## config.mk

```make
export PLATFORM = sky130hd
export DESIGN_NAME = tx_timestamp_slot_tracker
export DESIGN_NICKNAME = d
export VERILOG_FILES = /design/src/rtl/tsst_pkg.sv /design/src/rtl/tx_timestamp_slot_tracker.sv /design/src/rtl/tsst_csr.sv /design/src/rtl/tsst_slot_core.sv
export SDC_FILE = /design/constraint.sdc
export NUM_CORES = 2
export LEC_CHECK = 0
export ABC_AREA = 1
export BUFFER_PORTS_ARGS = -buffer_cell sky130_fd_sc_hd__buf_2
export CAP_MARGIN = 15
export CORE_MARGIN = 4
export CORE_UTILIZATION = 35
export CTS_CLUSTER_SIZE = 8
export DETAILED_ROUTE_END_ITERATION = 7
export GPL_TIMING_DRIVEN = 0
export PLACE_DENSITY_LB_ADDON = 0.3
export SLEW_MARGIN = 20
export SYNTH_ARGS = -nofsm -noshare
export SYNTH_HDL_FRONTEND = slang
export SYNTH_SLANG_ARGS = --single-unit
```

## constraint.sdc

```tcl
create_clock -name clock -period 18.9 [get_ports clock]
set_input_delay 3.78 -clock clock [delete_from_list [all_inputs] [get_ports clock]]
set_output_delay 3.78 -clock clock [all_outputs]
set_load 0.01 [all_outputs]
```

## src/rtl/tsst_pkg.sv

```systemverilog
// Package for the transmit timestamp slot tracker: shared types, status codes,
// register indexes and the tick widening function. No dependencies.
package tsst_pkg;

   // Width of the tick fields carried by an arm transaction
   localparam int TICK_BITS = 29;

   // Register indexes on the CSR port (byte address = 4 * index)
   localparam logic [1:0] REG_STAMPING_ENABLE  = 2'd0;
   localparam logic [1:0] REG_OVERFLOW_MARGIN  = 2'd1;
   localparam logic [1:0] REG_MAX_RETRIES      = 2'd2;
   localparam logic [1:0] REG_UPDATE_THRESHOLD = 2'd3;

   // Reset values of the registers
   localparam logic [15:0] MARGIN_RESET    = 16'd100;
   localparam logic [7:0]  RETRIES_RESET   = 8'd10;
   localparam logic [31:0] THRESHOLD_RESET = 32'd1000;

   typedef enum logic {
      CMD_ARM  = 1'b0,
      CMD_POLL = 1'b1
   } cmd_type;

   typedef enum logic [3:0] {
      ST_ARMED   = 4'd0,
      ST_OFF     = 4'd1,
      ST_BUSY    = 4'd2,
      ST_RETRY   = 4'd3,
      ST_DONE    = 4'd4,
      ST_STALE   = 4'd5,
      ST_PARTIAL = 4'd6,
      ST_IDLE    = 4'd7,
      ST_BADSLOT = 4'd8
   } status_type;

   typedef struct packed {
      logic        stamping_enable;
      logic [15:0] overflow_margin;
      logic [7:0]  max_retries;
      logic [31:0] update_threshold;
   } cfg_type;

   typedef struct packed {
      cmd_type                cmd;
      logic [3:0]             slot;
      logic [63:0]            now;
      logic [TICK_BITS-1:0]   from_tick;
      logic [TICK_BITS-1:0]   to_tick;
      logic [TICK_BITS-1:0]   delay_to_tick;
      logic                   retry_policy;
      logic [63:0]            captured_stamp;
   } item_type;

   typedef struct packed {
      status_type  status;
      logic [63:0] stamp;
   } result_type;

   // Join the high clock bits with the tick; step into the next tick period
   // when the tick lies more than the margin behind the low clock bits.
   function automatic logic [63:0] widen_tick(input logic [63:0]          now,
                                              input logic [TICK_BITS-1:0] tick,
                                              input logic [15:0]          margin);
      logic [TICK_BITS-1:0]  low;
      logic [TICK_BITS-1:0]  lag;
      logic [63-TICK_BITS:0] high;
      low  = now[TICK_BITS-1:0];
      lag  = low - tick;
      high = now[63:TICK_BITS];
      if (low > tick && {{(64-TICK_BITS){1'b0}}, lag} > {48'd0, margin}) begin
         high = high + {{(63-TICK_BITS){1'b0}}, 1'b1};
      end
      return {high, tick};
   endfunction

endpackage

```

## src/rtl/tx_timestamp_slot_tracker.sv

```systemverilog
// Transmit timestamp slot tracker: one result per arm/poll transaction.
// Path: an accepted request goes into the input register, then the slot
// read-modify-write puts its result into the result register.
// Throughput: one transaction per cycle unless the response stream stalls; the slot update sets it.
// Reset clears busy flags, last stamps and retry counts and sets the registers to
// their reset values; window bounds are written when a slot is armed.
module tx_timestamp_slot_tracker #(
   parameter int SLOT_COUNT = 8
) (
   input  logic         clock,
   input  logic         reset,
   // Request stream
   input  logic         req_tvalid,
   output logic         req_tready,
   // tdata: slot[3:0], now[67:4], from_tick[96:68], to_tick[125:97],
   //        delay_to_tick[154:126], retry_policy[155], captured_stamp[219:156]
   input  logic [223:0] req_tdata,
   // tuser: cmd[0]
   input  logic         req_tuser,
   // Response stream
   output logic         rsp_tvalid,
   input  logic         rsp_tready,
   // tdata: stamp[63:0]
   output logic [63:0]  rsp_tdata,
   // tuser: status[3:0]
   output logic [3:0]   rsp_tuser,
   // CSR port
   input  logic         csr_psel,
   input  logic         csr_penable,
   input  logic         csr_pwrite,
   input  logic [3:0]   csr_paddr,
   input  logic [31:0]  csr_pwdata,
   output logic [31:0]  csr_prdata,
   output logic         csr_pready
);
   import tsst_pkg::*;

   cfg_type    cfg;
   item_type   item_ff;
   item_type   item_in;
   logic       in_valid_ff;
   logic       in_valid_in;
   result_type core_result;
   result_type result_ff;
   logic       out_valid_ff;
   logic       out_valid_in;
   logic       req_fire;
   logic       advance;

   tsst_csr u_csr (
      .clock       (clock),
      .reset       (reset),
      .csr_psel    (csr_psel),
      .csr_penable (csr_penable),
      .csr_pwrite  (csr_pwrite),
      .csr_paddr   (csr_paddr),
      .csr_pwdata  (csr_pwdata),
      .csr_prdata  (csr_prdata),
      .csr_pready  (csr_pready),
      .cfg         (cfg)
   );

   // Handshake: the item moves on whenever the result register is free or drains
   assign advance    = in_valid_ff & (~out_valid_ff | rsp_tready);
   assign req_tready = ~in_valid_ff | advance;
   assign req_fire   = req_tvalid & req_tready;

   // Unpack the request transaction
   always_comb begin
      item_in.cmd            = cmd_type'(req_tuser);
      item_in.slot           = req_tdata[3:0];
      item_in.now            = req_tdata[67:4];
      item_in.from_tick      = req_tdata[96:68];
      item_in.to_tick        = req_tdata[125:97];
      item_in.delay_to_tick  = req_tdata[154:126];
      item_in.retry_policy   = req_tdata[155];
      item_in.captured_stamp = req_tdata[219:156];
   end

   assign in_valid_in  = req_fire | (in_valid_ff & ~advance);
   assign out_valid_in = advance | (out_valid_ff & ~rsp_tready);

   always_ff @(posedge clock) begin
      if (reset) begin
         in_valid_ff  <= 1'b0;
         out_valid_ff <= 1'b0;
      end else begin
         in_valid_ff  <= in_valid_in;
         out_valid_ff <= out_valid_in;
      end
   end

   // Payload registers
   always_ff @(posedge clock) begin
      if (req_fire) item_ff   <= item_in;
      if (advance)  result_ff <= core_result;
   end

   tsst_slot_core #(
      .SLOT_COUNT (SLOT_COUNT)
   ) u_core (
      .clock  (clock),
      .reset  (reset),
      .fire   (advance),
      .item   (item_ff),
      .cfg    (cfg),
      .result (core_result)
   );

   assign rsp_tvalid = out_valid_ff;
   assign rsp_tdata  = result_ff.stamp;
   assign rsp_tuser  = result_ff.status;

   // Checks
   a_stall_holds_item: assert property (@(posedge clock) disable iff (reset)
      !req_tready |-> in_valid_ff && out_valid_ff)
      else $error("request stalled with a free pipeline");

   a_advance_fills_output: assert property (@(posedge clock) disable iff (reset)
      advance |=> out_valid_ff)
      else $error("advanced item produced no result");

   a_no_silent_drop: assert property (@(posedge clock) disable iff (reset)
      in_valid_ff && !advance |=> in_valid_ff)
      else $error("pending item lost");

endmodule

```

## src/rtl/tsst_csr.sv

```systemverilog
// Configuration registers of the timestamp slot tracker behind an APB-style port.
// Depends on tsst_pkg for the register indexes and the cfg_type struct.
module tsst_csr (
   input  logic               clock,
   input  logic               reset,
   input  logic               csr_psel,
   input  logic               csr_penable,
   input  logic               csr_pwrite,
   input  logic [3:0]         csr_paddr,
   input  logic [31:0]        csr_pwdata,
   output logic [31:0]        csr_prdata,
   output logic               csr_pready,
   output tsst_pkg::cfg_type  cfg
);
   import tsst_pkg::*;

   cfg_type    cfg_ff;
   cfg_type    cfg_in;
   logic       wr_en;
   logic [1:0] reg_idx;

   assign csr_pready = 1'b1;
   assign wr_en      = csr_psel & csr_penable & csr_pwrite & csr_pready;
   assign reg_idx    = csr_paddr[3:2];
   assign cfg        = cfg_ff;

   // Register write decode
   always_comb begin
      cfg_in = cfg_ff;
      if (wr_en) begin
         case (reg_idx)
            REG_STAMPING_ENABLE:  cfg_in.stamping_enable  = csr_pwdata[0];
            REG_OVERFLOW_MARGIN:  cfg_in.overflow_margin  = csr_pwdata[15:0];
            REG_MAX_RETRIES:      cfg_in.max_retries      = csr_pwdata[7:0];
            REG_UPDATE_THRESHOLD: cfg_in.update_threshold = csr_pwdata;
            default:              cfg_in = cfg_ff;
         endcase
      end
   end

   always_ff @(posedge clock) begin
      if (reset) begin
         cfg_ff.stamping_enable  <= 1'b0;
         cfg_ff.overflow_margin  <= MARGIN_RESET;
         cfg_ff.max_retries      <= RETRIES_RESET;
         cfg_ff.update_threshold <= THRESHOLD_RESET;
      end else begin
         cfg_ff <= cfg_in;
      end
   end

   // Read mux
   always_comb begin
      case (reg_idx)
         REG_STAMPING_ENABLE:  csr_prdata = {31'd0, cfg_ff.stamping_enable};
         REG_OVERFLOW_MARGIN:  csr_prdata = {16'd0, cfg_ff.overflow_margin};
         REG_MAX_RETRIES:      csr_prdata = {24'd0, cfg_ff.max_retries};
         REG_UPDATE_THRESHOLD: csr_prdata = cfg_ff.update_threshold;
         default:              csr_prdata = 32'd0;
      endcase
   end

endmodule

```

## src/rtl/tsst_slot_core.sv

```systemverilog
// Per-slot state and the arm/poll decision of the timestamp slot tracker.
// Reads the addressed slot, decides the status and writes the slot back on fire.
// Depends on tsst_pkg.
module tsst_slot_core #(
   parameter int SLOT_COUNT = 8
) (
   input  logic                  clock,
   input  logic                  reset,
   input  logic                  fire,
   input  tsst_pkg::item_type    item,
   input  tsst_pkg::cfg_type     cfg,
   output tsst_pkg::result_type  result
);
   import tsst_pkg::*;

   localparam int IDX_W = (SLOT_COUNT > 1) ? $clog2(SLOT_COUNT) : 1;

   // Slot state
   logic        busy_ff        [SLOT_COUNT];
   logic [63:0] start_after_ff [SLOT_COUNT];
   logic [63:0] wait_until_ff  [SLOT_COUNT];
   logic [63:0] last_stamp_ff  [SLOT_COUNT];
   logic [7:0]  retry_count_ff [SLOT_COUNT];

   logic             bad_slot;
   logic [IDX_W-1:0] idx;
   logic             cur_busy;
   logic [63:0]      cur_start;
   logic [63:0]      cur_wait;
   logic [63:0]      cur_last;
   logic [7:0]       cur_count;
   logic [7:0]       bumped;
   logic             limit_hit;
   logic [63:0]      age;
   logic             partial;
   logic [TICK_BITS-1:0] deadline;

   // Write-back controls for the addressed slot
   logic        arm_we;
   logic        free_we;
   logic        count_we;
   logic [7:0]  count_in;
   logic        last_we;
   logic [63:0] start_in;
   logic [63:0] wait_in;

   assign bad_slot  = {1'b0, item.slot} >= 5'(SLOT_COUNT);
   assign idx       = item.slot[IDX_W-1:0];
   assign cur_busy  = busy_ff[idx];
   assign cur_start = start_after_ff[idx];
   assign cur_wait  = wait_until_ff[idx];
   assign cur_last  = last_stamp_ff[idx];
   assign cur_count = retry_count_ff[idx];

   assign bumped    = cur_count + 8'd1;
   assign limit_hit = bumped >= cfg.max_retries;
   assign age       = item.now - item.captured_stamp;
   assign partial   = age > {32'd0, cfg.update_threshold};
   assign deadline  = item.retry_policy ? item.delay_to_tick : item.to_tick;
   assign start_in  = widen_tick(item.now, item.from_tick, cfg.overflow_margin);
   assign wait_in   = widen_tick(item.now, deadline, cfg.overflow_margin);

   // Decision
   always_comb begin
      result.status = ST_BADSLOT;
      result.stamp  = 64'd0;
      arm_we        = 1'b0;
      free_we       = 1'b0;
      count_we      = 1'b0;
      count_in      = 8'd0;
      last_we       = 1'b0;
      if (!bad_slot) begin
         if (item.cmd == CMD_ARM) begin
            if (!cfg.stamping_enable) begin
               result.status = ST_OFF;
            end else if (cur_busy) begin
               result.status = ST_BUSY;
            end else begin
               result.status = ST_ARMED;
               arm_we        = 1'b1;
            end
         end else begin
            if (!cur_busy) begin
               result.status = ST_IDLE;
               count_we      = 1'b1;
            end else if (item.now < cur_start) begin
               result.status = ST_RETRY;
            end else if (item.captured_stamp == cur_last) begin
               if (item.now < cur_wait) begin
                  result.status = ST_RETRY;
               end else begin
                  count_we      = 1'b1;
                  count_in      = limit_hit ? 8'd0 : bumped;
                  free_we       = limit_hit;
                  result.status = limit_hit ? ST_STALE : ST_RETRY;
               end
            end else if (partial) begin
               count_we      = 1'b1;
               count_in      = limit_hit ? 8'd0 : bumped;
               free_we       = limit_hit;
               result.status = limit_hit ? ST_PARTIAL : ST_RETRY;
            end else begin
               result.status = ST_DONE;
               result.stamp  = item.captured_stamp;
               count_we      = 1'b1;
               last_we       = 1'b1;
               free_we       = 1'b1;
            end
         end
      end
   end

   // Busy, last stamp and retry count: cleared by reset
   always_ff @(posedge clock) begin
      if (reset) begin
         for (int i = 0; i < SLOT_COUNT; i++) begin
            busy_ff[i]        <= 1'b0;
            last_stamp_ff[i]  <= 64'd0;
            retry_count_ff[i] <= 8'd0;
         end
      end else if (fire) begin
         if (arm_we)   busy_ff[idx]        <= 1'b1;
         if (free_we)  busy_ff[idx]        <= 1'b0;
         if (count_we) retry_count_ff[idx] <= count_in;
         if (last_we)  last_stamp_ff[idx]  <= item.captured_stamp;
      end
   end

   // Window bounds: only read once the slot has been armed
   always_ff @(posedge clock) begin
      if (fire && arm_we) begin
         start_after_ff[idx] <= start_in;
         wait_until_ff[idx]  <= wait_in;
      end
   end

   // Checks
   a_stamp_only_on_done: assert property (@(posedge clock) disable iff (reset)
      result.stamp != 64'd0 |-> result.status == ST_DONE)
      else $error("stamp driven without a done status");

   a_arm_sets_busy: assert property (@(posedge clock) disable iff (reset)
      fire && result.status == ST_ARMED |=> busy_ff[$past(idx)])
      else $error("armed slot not marked busy");

   a_finish_frees: assert property (@(posedge clock) disable iff (reset)
      fire && (result.status == ST_DONE || result.status == ST_STALE ||
               result.status == ST_PARTIAL) |=> !busy_ff[$past(idx)])
      else $error("finished slot still busy");

   a_arm_needs_enable: assert property (@(posedge clock) disable iff (reset)
      result.status == ST_ARMED |-> cfg.stamping_enable)
      else $error("slot armed while stamping is off");

endmodule

```

==> impl_metrics.csv <==
group,metric,value,unit
status,run_status,"completed",
cells_and_area,drive_gt1_share,11.5,%
yosys,synth_top_area_cell,"edfxtp_1",
grt,grt_overflow,0,
floorplan,initial_core_util,35.2,%
cells_and_area,final_util,41.2,%
yosys,synth_cell_types,51,
grt,antenna_found_initial,28,
placed_design,gp_congestion,0.962,
sta,final.setup_skew,0.0774,ns
yosys,synth.most_common_cell,"edfxtp_1",
sta,slew_headroom,14.5,%
route,num_vias,74987,
yosys,ys_seq_area_share,62.4,%
clocking,hold_buffers,0,
critical_path,slowest_delay,0.95,ns
floorplan,io_pins,371,
route,vias_per_cell,5.51,
cells_and_area,finalNonFillerCells,13615,
clocking,clkSinkCount,1959,
yosys,synth-edff-count,1897,
sta,drv_slew,0,
sta,fin_crit_sh,58.8,%
hold_path,hold_start,"in_valid_ff",
critical_path,cp_slowest_cell,"buf_1",
yosys,yosys_warnings,0,
placed_design,numPortBuffers,362,
yosys,synthesis.area,0.0932,sq mm
cells_and_area,fillerInstances,25384,
yosys,syn_inst,9109,
yosys,synth_top_area_share,61.1,%
route,drt_iter0_drc,9189,
floorplan,coreArea,0.265,sq mm
critical_path,path_class,"flop to flop",
floorplan,placementRows,189,
grt,grt_pass1_wl,506000,microns
clocking,cts.htree.levels,5,
route,wl,362000,microns
critical_path,critical_path.startpoint_type,"flop",
critical_path,crit_family,"buffers and inverters",
yosys,synth_seq_cells,1959,
grt,grt_max_degree,83,
yosys,synthTopCellsByArea,"edfxtp_1 (61%), nor2_1 (7.4%), nand2_1 (5.9%), o21ai_0 (5.1%), ha_1 (4.3%)",
sta,rsz0062_at_grt,"no",
yosys,syn_avg_cell_area,10.2,sq um
power_and_ir_drop,irDropWorstVdd,0.0967,mV
cells_and_area,nets,10607,
critical_path,cp.buffers_inverters,12,
sta,setup-violations-final,0,
clocking,cts_buffers,289,
critical_path,end_kind,"flop",
sta,period_minus_slack,11.12,ns
grt,grt_pass1_vias,72087,
clocking,clk_latency,0.89,ns
yosys,synth.net_count,9701,
sta,fmax,0.0900,GHz
clocking,cts.reportedPaths.clkPinSlew,0.05,ns
floorplan,die_h,524,microns
yosys,synth_commonest_cells,"edfxtp_1 (1897), nor2_1 (1830), nand2_1 (1474)",
route,ant_nets,0,
critical_path,crit_path_max_fanout,36,
yosys,async_reset_ff_share,0,%
route,wl_per_cell,26.6,microns
sta,fin_hold_ws,0.471,ns
power_and_ir_drop,power_leakage,42.9,nW
hold_path,hold_class,"flop to flop",
power_and_ir_drop,power_per_cell_area,102,mW/mm^2
cells_and_area,area_growth,17.1,%
placed_design,dp_hpwl,261000,microns
route,drt_first_pass_iters,8,
route,drc_errors,0,
clocking,cts_buffer_depth,4,
critical_path,critPathRequiredTime,19.40,ns
critical_path,arrival,11.61,ns
clocking,ctsResizeCount,0,
clocking,clockRootBuffer,"clkbuf_16",
job,cap_violations,0,
sta,hold_viol,0,
floorplan,die_area,0.275,sq mm
sta,worstMarginPinSlew,1.28,ns
clocking,cts_tree,"done",
floorplan,die_w,524,microns
clocking,postCtsSetupRepairBufs,0,
placed_design,place_inst,13257,
yosys,synth_flop_cell,"edfxtp_1",
grt,track_usage,25.4,%
[sequential cells by signal, indices dropped and copies added, names as in the netlist, named ones only]
register and count:
in_valid_ff 1, rsp_tvalid 1, u_core.busy_ff 8, u_csr.cfg 57, u_core.retry_count_ff 64, rsp_tuser 4, u_core.wait_until_ff 512, u_core.start_after_ff 512
u_core.last_stamp_ff 512, rsp_tdata 64, item_ff 221
[through the flow]
stage	power, mW	setup slack [ns]	TNS [ns]	area [sq um]
floorplan	5.92	-0.0332	-33.99	93200
global placement	6.56	-15.88	-	99500
detailed placement	6.59	8.14	0	101000
CTS	11.2	8.10	0	109000
global route	11.5	7.82	0	109000
finish	11.2	7.78	0	109000
[power breakdown]
| group | internal, mW | leakage, nW | switching (mW) |
|---|---|---|---|
| combinational | 0.426 | 20.6 | 1.13 |
| clock | 2.78 | 3.79 | 1.85 |
| sequential | 4.90 | 18.5 | 0.0937 |
[area by class of cell]
class | count | area (sq um) | share of cell area [%]
diodes | 12 | 30.0 | 0.0275
well taps | 3533 | 4420 | 4.05
plain buffers | 456 | 2140 | 1.96
repair buffers | 615 | 3570 | 3.27
inverters | 684 | 2580 | 2.36
flip-flops and latches | 1959 | 58200 | 53.3
clock buffers | 326 | 7500 | 6.87
clock inverters | 20 | 249 | 0.228
multi-input cells | 6010 | 30500 | 27.9
[metal layers]
metal  wire (microns)  track usage, %  part of all wire (%)
met2           167000            41.2                    46
met4            23700            14.1                   6.6
met5               42               0                 0.012
met3            34400            4.97                   9.5
met1           137000            31.9                    38
[layout by cell type, fill, tap and decap left out, drive strengths merged, types with 13 or more instances in the layout]
cell type,n
xor2,129
o211ai,71
nor2,1841
nand2,1475
inv,683
dfxtp,62
nor4,21
o21ai,1014
edfxtp,1897
clkinv,20
o221ai,144
nor3,48
o21bai,14
ha,321
o22ai,148
nand4,113
clkbuf,648
nand3,306
a21o,13
buf,749
a31oi,13
xnor2,24
a21oi,252
[tightest hold or removal path, delay by kind of cell, from the launching register on]
| kind | cells | cell delay, ns |
|---|---|---|
| flops | 1 | 0.31 |
| compound gates | 1 | 0.06 |
| buf+inv | 1 | 0.05 |
[cell families after synthesis]
logic type               after synthesis  share of synthesized area, %
adder cells (fa/ha/maj)              324                          4.37
multiplexers                           1                        0.0121
buffers and inverters               1140                          5.02
flip-flops                          1959                          62.4
XOR/XNOR                             153                          1.44
AO/OA/AOI/OAI                       1702                          10.3
AND/OR/NAND/NOR                     3829                          16.4
other                                  1                       0.00402
[worst paths after layout]
kind	end	cells after the start	slack [ns]
worst max-delay path	u_core.last_stamp_ff[5][1]	26	7.78
worst min-delay path	rsp_tvalid	2	0.47
worst max register to register	u_core.last_stamp_ff[5][1]	26	7.78
worst min register to register	rsp_tvalid	2	0.47
Power figures use the tool's default switching activity.
